<file path="src/rtl/kcl_pkg.sv">
package kcl_pkg;

    localparam int CODE_DIGITS_DEF = 6;

    localparam int APB_ADDR_W = 3;
    localparam int APB_DATA_W = 32;

    localparam int LOCKOUT_W = 6;
    localparam int TRIES_W   = 3;

    localparam logic [LOCKOUT_W-1:0] LOCKOUT_SECONDS_RST = 6'd30;
    localparam logic [TRIES_W-1:0]   MAX_WRONG_TRIES_RST = 3'd3;

    // register index, taken from paddr[2]
    localparam logic REG_LOCKOUT_SECONDS = 1'b0;
    localparam logic REG_MAX_WRONG_TRIES = 1'b1;

    localparam logic CMD_KEY  = 1'b0;
    localparam logic CMD_TICK = 1'b1;

    localparam logic [3:0] KEY_0    = 4'd0;
    localparam logic [3:0] KEY_9    = 4'd9;
    localparam logic [3:0] KEY_A    = 4'd10;
    localparam logic [3:0] KEY_B    = 4'd11;
    localparam logic [3:0] KEY_C    = 4'd12;
    localparam logic [3:0] KEY_D    = 4'd13;
    localparam logic [3:0] KEY_STAR = 4'd14;
    localparam logic [3:0] KEY_HASH = 4'd15;

    localparam logic [4:0] ST_NONE       = 5'd0;
    localparam logic [4:0] ST_DIGIT      = 5'd1;
    localparam logic [4:0] ST_FULL       = 5'd2;
    localparam logic [4:0] ST_SHORT      = 5'd3;
    localparam logic [4:0] ST_DELETED    = 5'd4;
    localparam logic [4:0] ST_CLEARED    = 5'd5;
    localparam logic [4:0] ST_GRANTED    = 5'd6;
    localparam logic [4:0] ST_WRONG      = 5'd7;
    localparam logic [4:0] ST_LOCKOUT    = 5'd8;
    localparam logic [4:0] ST_LOCKOUT_END = 5'd9;
    localparam logic [4:0] ST_OLD_ERR    = 5'd10;
    localparam logic [4:0] ST_CHANGED    = 5'd11;
    localparam logic [4:0] ST_MISMATCH   = 5'd12;
    localparam logic [4:0] ST_COUNT_CLR  = 5'd13;
    localparam logic [4:0] ST_ADMIN_ERR  = 5'd14;
    localparam logic [4:0] ST_CLOSED     = 5'd15;
    localparam logic [4:0] ST_MENU       = 5'd16;

    typedef struct packed {
        logic       cmd;
        logic [3:0] key_code;
    } in_item_t;

    typedef struct packed {
        logic [4:0]           status;
        logic [3:0]           mode_now;
        logic [2:0]           entry_length;
        logic                 lock_open;
        logic                 alarm_on;
        logic                 locked_indicator;
        logic                 beep;
        logic [15:0]          opens_total;
        logic [LOCKOUT_W-1:0] seconds_left;
        logic [TRIES_W-1:0]   wrong_tries;
    } out_item_t;

    typedef struct packed {
        logic [LOCKOUT_W-1:0] lockout_seconds;
        logic [TRIES_W-1:0]   max_wrong_tries;
    } cfg_t;

endpackage

</file>
<file path="src/rtl/kcl_cfg.sv">
module kcl_cfg (
    input  logic                              aclk,
    input  logic                              aresetn,
    input  logic                              psel,
    input  logic                              penable,
    input  logic                              pwrite,
    input  logic [kcl_pkg::APB_ADDR_W-1:0]    paddr,
    input  logic [kcl_pkg::APB_DATA_W-1:0]    pwdata,
    output logic [kcl_pkg::APB_DATA_W-1:0]    prdata,
    output logic                              pready,
    output kcl_pkg::cfg_t                     cfg
);
    import kcl_pkg::*;

    cfg_t cfg_reg;
    logic wr_en;

    assign wr_en  = psel && penable && pwrite;
    assign pready = 1'b1;
    assign cfg    = cfg_reg;

    always_ff @(posedge aclk) begin
        if (!aresetn) begin
            cfg_reg.lockout_seconds <= LOCKOUT_SECONDS_RST;
            cfg_reg.max_wrong_tries <= MAX_WRONG_TRIES_RST;
        end else if (wr_en) begin
            unique case (paddr[2])
                REG_LOCKOUT_SECONDS: cfg_reg.lockout_seconds <= pwdata[LOCKOUT_W-1:0];
                REG_MAX_WRONG_TRIES: cfg_reg.max_wrong_tries <= pwdata[TRIES_W-1:0];
                default: ;
            endcase
        end
    end

    always_comb begin
        unique case (paddr[2])
            REG_LOCKOUT_SECONDS:
                prdata = APB_DATA_W'(cfg_reg.lockout_seconds);
            REG_MAX_WRONG_TRIES:
                prdata = APB_DATA_W'(cfg_reg.max_wrong_tries);
            default: prdata = '0;
        endcase
    end

endmodule

</file>
<file path="src/rtl/kcl_core.sv">
module kcl_core #(
    parameter int CODE_DIGITS = kcl_pkg::CODE_DIGITS_DEF
) (
    input  logic               aclk,
    input  logic               aresetn,
    input  logic               step_en,
    input  kcl_pkg::in_item_t  item,
    input  kcl_pkg::cfg_t      cfg,
    output kcl_pkg::out_item_t result
);
    import kcl_pkg::*;

    localparam int CW = $clog2(CODE_DIGITS + 1);
    localparam int IW = $clog2(CODE_DIGITS);

    typedef logic [CODE_DIGITS-1:0][3:0] code_t;

    typedef enum logic [3:0] {
        MODE_HOME    = 4'd0,
        MODE_ENTER   = 4'd1,
        MODE_OLD     = 4'd2,
        MODE_NEW     = 4'd3,
        MODE_CONFIRM = 4'd4,
        MODE_ADMIN   = 4'd5,
        MODE_OPEN    = 4'd6,
        MODE_VIEW    = 4'd7,
        MODE_LOCK    = 4'd8
    } mode_t;

    // digits 1..9 repeating
    function automatic code_t reset_code();
        code_t      c;
        logic [3:0] d;
        d = 4'd1;
        for (int i = 0; i < CODE_DIGITS; i++) begin
            c[i] = d;
            d = (d == 4'd9) ? 4'd1 : d + 4'd1;
        end
        return c;
    endfunction

    localparam code_t CODE_RST = reset_code();

    mode_t                mode_reg,   mode_next;
    logic [CW-1:0]        count_reg,  count_next;
    code_t                entry_reg,  entry_next;
    code_t                stored_reg, stored_next;
    code_t                cand_reg,   cand_next;
    logic [TRIES_W-1:0]   wrong_reg,  wrong_next;
    logic [LOCKOUT_W-1:0] timer_reg,  timer_next;
    logic [15:0]          opens_reg,  opens_next;

    logic [4:0]         status;
    logic               beep;
    logic               alarm;
    logic               match;
    logic [TRIES_W-1:0] wrong_sat;

    assign match     = (entry_reg == stored_reg);
    assign wrong_sat = (wrong_reg < 3'd7) ? wrong_reg + 3'd1 : wrong_reg;

    always_comb begin
        mode_next   = mode_reg;
        count_next  = count_reg;
        entry_next  = entry_reg;
        stored_next = stored_reg;
        cand_next   = cand_reg;
        wrong_next  = wrong_reg;
        timer_next  = timer_reg;
        opens_next  = opens_reg;
        status      = ST_NONE;
        beep        = 1'b0;
        alarm       = 1'b0;

        if (item.cmd == CMD_TICK) begin
            if (mode_reg == MODE_LOCK) begin
                if (timer_reg <= 6'd1) begin
                    timer_next = '0;
                    wrong_next = '0;
                    mode_next  = MODE_HOME;
                    status     = ST_LOCKOUT_END;
                end else begin
                    timer_next = timer_reg - 6'd1;
                end
            end
        end else begin
            unique case (mode_reg)
                MODE_HOME: begin
                    unique case (item.key_code) inside
                        KEY_HASH: mode_next = MODE_ENTER;
                        KEY_A:    mode_next = MODE_OLD;
                        KEY_B:    mode_next = MODE_VIEW;
                        KEY_D:    mode_next = MODE_ADMIN;
                        default:  ;
                    endcase
                    if (mode_next != MODE_HOME) begin
                        count_next = '0;
                        status     = ST_MENU;
                    end
                end
                MODE_ENTER, MODE_OLD, MODE_NEW, MODE_CONFIRM, MODE_ADMIN: begin
                    unique case (item.key_code) inside
                        [KEY_0:KEY_9]: begin
                            if (count_reg < CW'(CODE_DIGITS)) begin
                                entry_next[count_reg[IW-1:0]] = item.key_code;
                                count_next = count_reg + 1'b1;
                                status     = ST_DIGIT;
                            end else begin
                                status = ST_FULL;
                                beep   = 1'b1;
                            end
                        end
                        KEY_C: begin
                            if (count_reg != '0) begin
                                count_next = count_reg - 1'b1;
                                status     = ST_DELETED;
                            end
                        end
                        KEY_STAR: begin
                            count_next = '0;
                            status     = ST_CLEARED;
                        end
                        KEY_HASH: begin
                            beep = 1'b1;
                            if (count_reg == CW'(CODE_DIGITS)) begin
                                count_next = '0;
                                unique case (mode_reg)
                                    MODE_ENTER: begin
                                        if (match) begin
                                            wrong_next = '0;
                                            opens_next = opens_reg + 16'd1;
                                            mode_next  = MODE_OPEN;
                                            beep       = 1'b0;
                                            status     = ST_GRANTED;
                                        end else begin
                                            wrong_next = wrong_sat;
                                            alarm      = 1'b1;
                                            if (wrong_sat >= cfg.max_wrong_tries) begin
                                                mode_next  = MODE_LOCK;
                                                timer_next = cfg.lockout_seconds;
                                                status     = ST_LOCKOUT;
                                            end else begin
                                                mode_next = MODE_HOME;
                                                status    = ST_WRONG;
                                            end
                                        end
                                    end
                                    MODE_OLD: begin
                                        if (match) begin
                                            mode_next = MODE_NEW;
                                            beep      = 1'b0;
                                            status    = ST_MENU;
                                        end else begin
                                            mode_next = MODE_HOME;
                                            status    = ST_OLD_ERR;
                                        end
                                    end
                                    MODE_NEW: begin
                                        cand_next = entry_reg;
                                        mode_next = MODE_CONFIRM;
                                        beep      = 1'b0;
                                        status    = ST_MENU;
                                    end
                                    MODE_CONFIRM: begin
                                        if (entry_reg == cand_reg) begin
                                            stored_next = cand_reg;
                                            wrong_next  = '0;
                                            status      = ST_CHANGED;
                                        end else begin
                                            status = ST_MISMATCH;
                                        end
                                        mode_next = MODE_HOME;
                                    end
                                    default: begin
                                        if (match) begin
                                            opens_next = '0;
                                            status     = ST_COUNT_CLR;
                                        end else begin
                                            status = ST_ADMIN_ERR;
                                        end
                                        mode_next = MODE_HOME;
                                    end
                                endcase
                            end else begin
                                status = ST_SHORT;
                            end
                        end
                        default: ;
                    endcase
                end
                MODE_OPEN: begin
                    if (item.key_code == KEY_STAR) begin
                        mode_next = MODE_HOME;
                        status    = ST_CLOSED;
                        beep      = 1'b1;
                    end
                end
                MODE_VIEW: begin
                    if (item.key_code == KEY_STAR) begin
                        mode_next = MODE_HOME;
                        status    = ST_MENU;
                    end
                end
                default: ;
            endcase
        end

        if (mode_next == MODE_LOCK) begin
            alarm = 1'b1;
        end
    end

    always_comb begin
        result.status           = status;
        result.mode_now         = mode_next;
        result.entry_length     = 3'(count_next);
        result.lock_open        = (mode_next == MODE_OPEN);
        result.alarm_on         = alarm;
        result.locked_indicator = (mode_next != MODE_OPEN);
        result.beep             = beep;
        result.opens_total      = opens_next;
        result.seconds_left     = timer_next;
        result.wrong_tries      = wrong_next;
    end

    always_ff @(posedge aclk) begin
        if (!aresetn) begin
            mode_reg   <= MODE_HOME;
            count_reg  <= '0;
            stored_reg <= CODE_RST;
            wrong_reg  <= '0;
            timer_reg  <= '0;
            opens_reg  <= '0;
        end else if (step_en) begin
            mode_reg   <= mode_next;
            count_reg  <= count_next;
            stored_reg <= stored_next;
            wrong_reg  <= wrong_next;
            timer_reg  <= timer_next;
            opens_reg  <= opens_next;
        end
    end

    // entry and candidate digits are only compared after being written
    always_ff @(posedge aclk) begin
        if (step_en) begin
            entry_reg <= entry_next;
            cand_reg  <= cand_next;
        end
    end

endmodule

</file>
<file path="src/rtl/keypad_code_lock_controller_top.sv">
// keypad code lock controller
//
// s_ channel: one item per key press (cmd 0, key_code) or one-second tick
// (cmd 1). m_ channel: exactly one result item per input item, in order.
// valid/ready on both sides; an item moves on valid && ready.
// apb port: lockout_seconds at 0x0, max_wrong_tries at 0x4, write at the
// access phase, pready tied high, reads return the register value.
//
// an accepted item goes into the input register, then through the decision
// logic into the result register, which drives m_.
// throughput: one item per cycle while m_ready is high; the input register refills in the same
// cycle that it hands its item on, so only the result register sets it.
// when m_ready is low the result register holds, the input register keeps
// one more item, and s_ready drops until the result is taken.
// reset (aresetn low, synchronous): both registers empty, mode home, counters
// and timer zero, stored code 1 2 3 4 5 6, config back to 30 and 3.
module keypad_code_lock_controller_top #(
    parameter int CODE_DIGITS = kcl_pkg::CODE_DIGITS_DEF
) (
    input  logic                           aclk,
    input  logic                           aresetn,
    input  logic                           s_valid,
    output logic                           s_ready,
    input  kcl_pkg::in_item_t              s_data,
    output logic                           m_valid,
    input  logic                           m_ready,
    output kcl_pkg::out_item_t             m_data,
    input  logic                           psel,
    input  logic                           penable,
    input  logic                           pwrite,
    input  logic [kcl_pkg::APB_ADDR_W-1:0] paddr,
    input  logic [kcl_pkg::APB_DATA_W-1:0] pwdata,
    output logic [kcl_pkg::APB_DATA_W-1:0] prdata,
    output logic                           pready
);
    import kcl_pkg::*;

    logic      in_valid_reg;
    in_item_t  in_data_reg;
    logic      out_valid_reg;
    out_item_t out_data_reg;
    logic      advance;
    cfg_t      cfg;
    out_item_t result;

    assign advance = in_valid_reg && (!out_valid_reg || m_ready);
    assign s_ready = !in_valid_reg || advance;
    assign m_valid = out_valid_reg;
    assign m_data  = out_data_reg;

    kcl_cfg u_cfg (
        .aclk    (aclk),
        .aresetn (aresetn),
        .psel    (psel),
        .penable (penable),
        .pwrite  (pwrite),
        .paddr   (paddr),
        .pwdata  (pwdata),
        .prdata  (prdata),
        .pready  (pready),
        .cfg     (cfg)
    );

    kcl_core #(
        .CODE_DIGITS (CODE_DIGITS)
    ) u_core (
        .aclk    (aclk),
        .aresetn (aresetn),
        .step_en (advance),
        .item    (in_data_reg),
        .cfg     (cfg),
        .result  (result)
    );

    always_ff @(posedge aclk) begin
        if (!aresetn) begin
            in_valid_reg  <= 1'b0;
            out_valid_reg <= 1'b0;
        end else begin
            if (s_valid && s_ready) begin
                in_valid_reg <= 1'b1;
            end else if (advance) begin
                in_valid_reg <= 1'b0;
            end
            if (advance) begin
                out_valid_reg <= 1'b1;
            end else if (m_ready) begin
                out_valid_reg <= 1'b0;
            end
        end
    end

    always_ff @(posedge aclk) begin
        if (s_valid && s_ready) begin
            in_data_reg <= s_data;
        end
        if (advance) begin
            out_data_reg <= result;
        end
    end

endmodule

</file>
<file path="config.mk">
export PLATFORM = sky130hd
export DESIGN_NAME = keypad_code_lock_controller_top
export DESIGN_NICKNAME = d
export VERILOG_FILES = /design/src/rtl/kcl_pkg.sv /design/src/rtl/kcl_cfg.sv /design/src/rtl/kcl_core.sv /design/src/rtl/keypad_code_lock_controller_top.sv
export SDC_FILE = /design/constraint.sdc
export NUM_CORES = 1
export LEC_CHECK = 0
export ABC_AREA = 1
export BUFFER_PORTS_ARGS = -buffer_cell sky130_fd_sc_hd__buf_4
export CAP_MARGIN = 10
export CORE_UTILIZATION = 55
export CTS_CLUSTER_SIZE = 8
export DETAILED_ROUTE_END_ITERATION = 12
export GPL_TIMING_DRIVEN = 0
export PLACE_DENSITY = 0.86
export RECOVER_POWER = 100
export SYNTH_ARGS = -nofsm -noshare
export SYNTH_HDL_FRONTEND = slang
export SYNTH_SLANG_ARGS = --single-unit
</file>
<file path="constraint.sdc">
create_clock -name aclk -period 6.37 [get_ports aclk]
set_input_delay 0.3185 -clock aclk [delete_from_list [all_inputs] [get_ports aclk]]
set_output_delay 0.3185 -clock aclk [all_outputs]
set_load 0.005 [all_outputs]
</file>
==> impl_metrics.tcl <==
set metrics [dict create \
    fin_setup_tns_ns 0 \
    rsz0062_at_grt "no" \
    critPathMaxFanout 14 \
    dp_cells 1325 \
    htree_levels 4 \
    seq_power_share 0.468 \
    intPower_mw 1.874 \
    dpl_cell_area_mm2 0.009271 \
    finalSetupViolCount 0 \
    clkPwrFrac 0.431 \
    synth_top_area_frac 0.3360 \
    regArea_mm2 0.004164 \
    post_cts_buffers 0 \
    synth_xor_area_frac 0.02294 \
    grt_pass1_vias 6379 \
    clk_latency_ns 0.44 \
    port_buffers 66 \
    n_fill_cell 1159 \
    synthMuxAreaShare 0 \
    pwr-share-comb 0.101 \
    gp_congestion 0.9237 \
    cts_hold_buf 0 \
    grt_max_degree 44 \
    violations "design-rule violations, max-capacitance violations, max-slew violations" \
    grt_antenna_before_repair 0 \
    rows 44 \
    finalHoldViolCount 0 \
    max-slew-margin-rel -0.4649 \
    via_count 7112 \
    postSynthCellCount 1048 \
    yosys.area_share.simple 0.2116 \
    worstPathRequired_ns 6.43 \
    start_util 0.5715 \
    drc_errors 6 \
    synth.top_cells.by_area "edfxtp_1, dfxtp_1, nand2_1" \
    die_h_um 125.6 \
    p_sw_frac 0.2465 \
    synth_compound_area_frac 0.1311 \
    first_pass_iters 9 \
    multiInputGateArea_mm2 0.003242 \
    route.antenna.remaining_nets 0 \
    synth_area_mm2 0.008401 \
    drtIter0Drc 770 \
    p_leak_nw 4.584 \
    fin_skew_ns 0.009122 \
    viasPerCell 5.241 \
    largest_reg_flops 41 \
    cts_resized 0 \
    ys_ff_latch 161 \
    fin_nets 1219 \
    tritoncts "yes" \
    maxCapViolCount 1 \
    yosysTopAreaCell "edfxtp_1" \
    final-max-slew-violation-count 44 \
    max_freq_ghz 0.2331 \
    end_kind "register" \
    synthArstFlopShare 0 \
    grt_usage 0.2551 \
    netSwitchingPower_uw 612.9 \
    synth_edf_count 94 \
    clkSinkCount 161 \
    cp-start-kind "register" \
    ys_seq_area_frac 0.4957 \
    powerDensity_mw_per_mm2 255.6 \
    synth_top_family_by_area "simple AND/OR/NAND/NOR gates" \
    die-area_mm2 0.01577 \
    status "finished with violations" \
    root_buffer "clkbuf_16" \
    arrival_ns 4.35 \
    grt_pass1_wl_um 31510 \
    fin_crit_ns 4.291 \
    routedWlPerCell_um 14.49 \
    coreArea_mm2 0.01470 \
    post-route-util 0.6619 \
    ys_types 42 \
    synth_ff_type "edfxtp_1" \
    synth-warning-count 0 \
    num_io_pins 123 \
    critical_path_class "reg2reg" \
    avgSynthCellArea_um2 8.016 \
    area_growth_syn_to_layout_pct 15.82 \
    ir_worst_vdd_mv 0.1828 \
    synthAdderAreaFrac 0.01787 \
    cts.clk_slew.worst_paths_ns 0.06 \
    n_antenna_cell 0 \
    clockBufferDepth 2 \
    stdcell_count 1357 \
    wl_um 19660 \
    hold_class "in2reg" \
    min_period_over_period 0.6736 \
    tightest_slew_ns 2.197 \
    fin_area_mm2 0.009729 \
    die_w_um 125.6 \
    drive_gt1_frac 0.1219 \
    gr-total-overflow 0 \
    cts_buffers 17 \
    detailed_place_hpwl_um 13640 \
]
[path summary, 6_finish.rpt]
check,to,slack [ns],startpoint,depth (start not counted)
min reg2reg,u_core.stored_reg[2],0.46,u_core.stored_reg[2],2
max reg2reg,u_core.cand_reg[21],2.08,in_data_reg[3],13
max,u_core.cand_reg[21],2.08,in_data_reg[3],13
min,in_data_reg[2],0.07,s_data[2],1
[layout by cell type (no fill, tap or decap), drive strengths merged, types with 12 or more instances in the layout]
cell type / netlist / routed
nand2: 268 / 268
inv: 177 / 180
nor2: 99 / 99
clkbuf: 15 / 96
edfxtp: 94 / 94
o21ai: 85 / 85
a21oi: 72 / 72
dfxtp: 67 / 67
buf: 37 / 43
nand3: 42 / 42
conb: 2 / 27
xor2: 22 / 22
o211ai: 20 / 20
ha: 12 / 12
[cell usage after synthesis (all sizes together), types with 11 or more instances]
library cell and n:
nand2 268, o211ai 20, inv 177, nor3 11
a21oi 72, edfxtp 94, ha 12, xor2 22
clkbuf 15, o21ai 85, buf 37, nor2 99
dfxtp 67, nand3 42
[stage by stage]
stage / setup slack (ns) / hold WS [ns] / power, mW
after floorplan: 3.517 / 0.4174 / 1.348
after global placement: 2.461 / 0.4447 / 1.428
after detailed placement: 3.382 / 0.4528 / 1.435
after CTS: 3.352 / 0.04197 / 2.496
after global routing: 1.771 / 0.06648 / 2.573
final: 2.079 / 0.07133 / 2.487
[cells by family after synthesis]
group	count (synthesis)
AOI/OAI and AO/OA	195
xor gates and xnor gates	22
adders and majority gates	12
buffers and inverters	229
DFF	161
other	2
and+or+nand+nor	427
[worst max-delay path: stages (launching register included)]
cell and delay (ns):
edfxtp_1 0.62, nand2_1 0.18, inv_1 0.11, nand3_1 0.13, inv_1 0.16, nand2_1 0.13
nor2_1 0.36, clkinv_1 0.16, nor2_1 0.16, inv_1 0.10, nor2_1 0.18, inv_1 0.09
nor2_1 0.73, clkbuf_1 0.78
[layout make-up]
type,count,share of cell area
flip-flops and latches,161,0.4280
inverters,177,0.06854
clock inverters,13,0.01800
well taps,184,0.02366
multi-input cells,683,0.3332
plain buffers,52,0.03112
repair buffers,68,0.05093
clock buffers,19,0.04655
[routing by layer]
layer  track usage  share of wire  vias to the layer above
li1              -              -                     3547
met1        0.3500           0.45                     3216
met2        0.4042           0.46                      323
met3       0.05092          0.079                       26
met4       0.08608          0.015                        0
met5             0              0                        -
[power groups by stage]
stage,Clock (mW),Sequential [mW],Combinational (mW)
2_1_floorplan,0,1.18,0.168
3_3_place_gp,0,1.19,0.243
3_5_place_dp,0,1.18,0.251
4_1_cts,1.08,1.16,0.253
5_1_grt,1.12,1.17,0.283
6_report,1.07,1.16,0.250
Note: power is estimated with default switching activity, not from simulation.
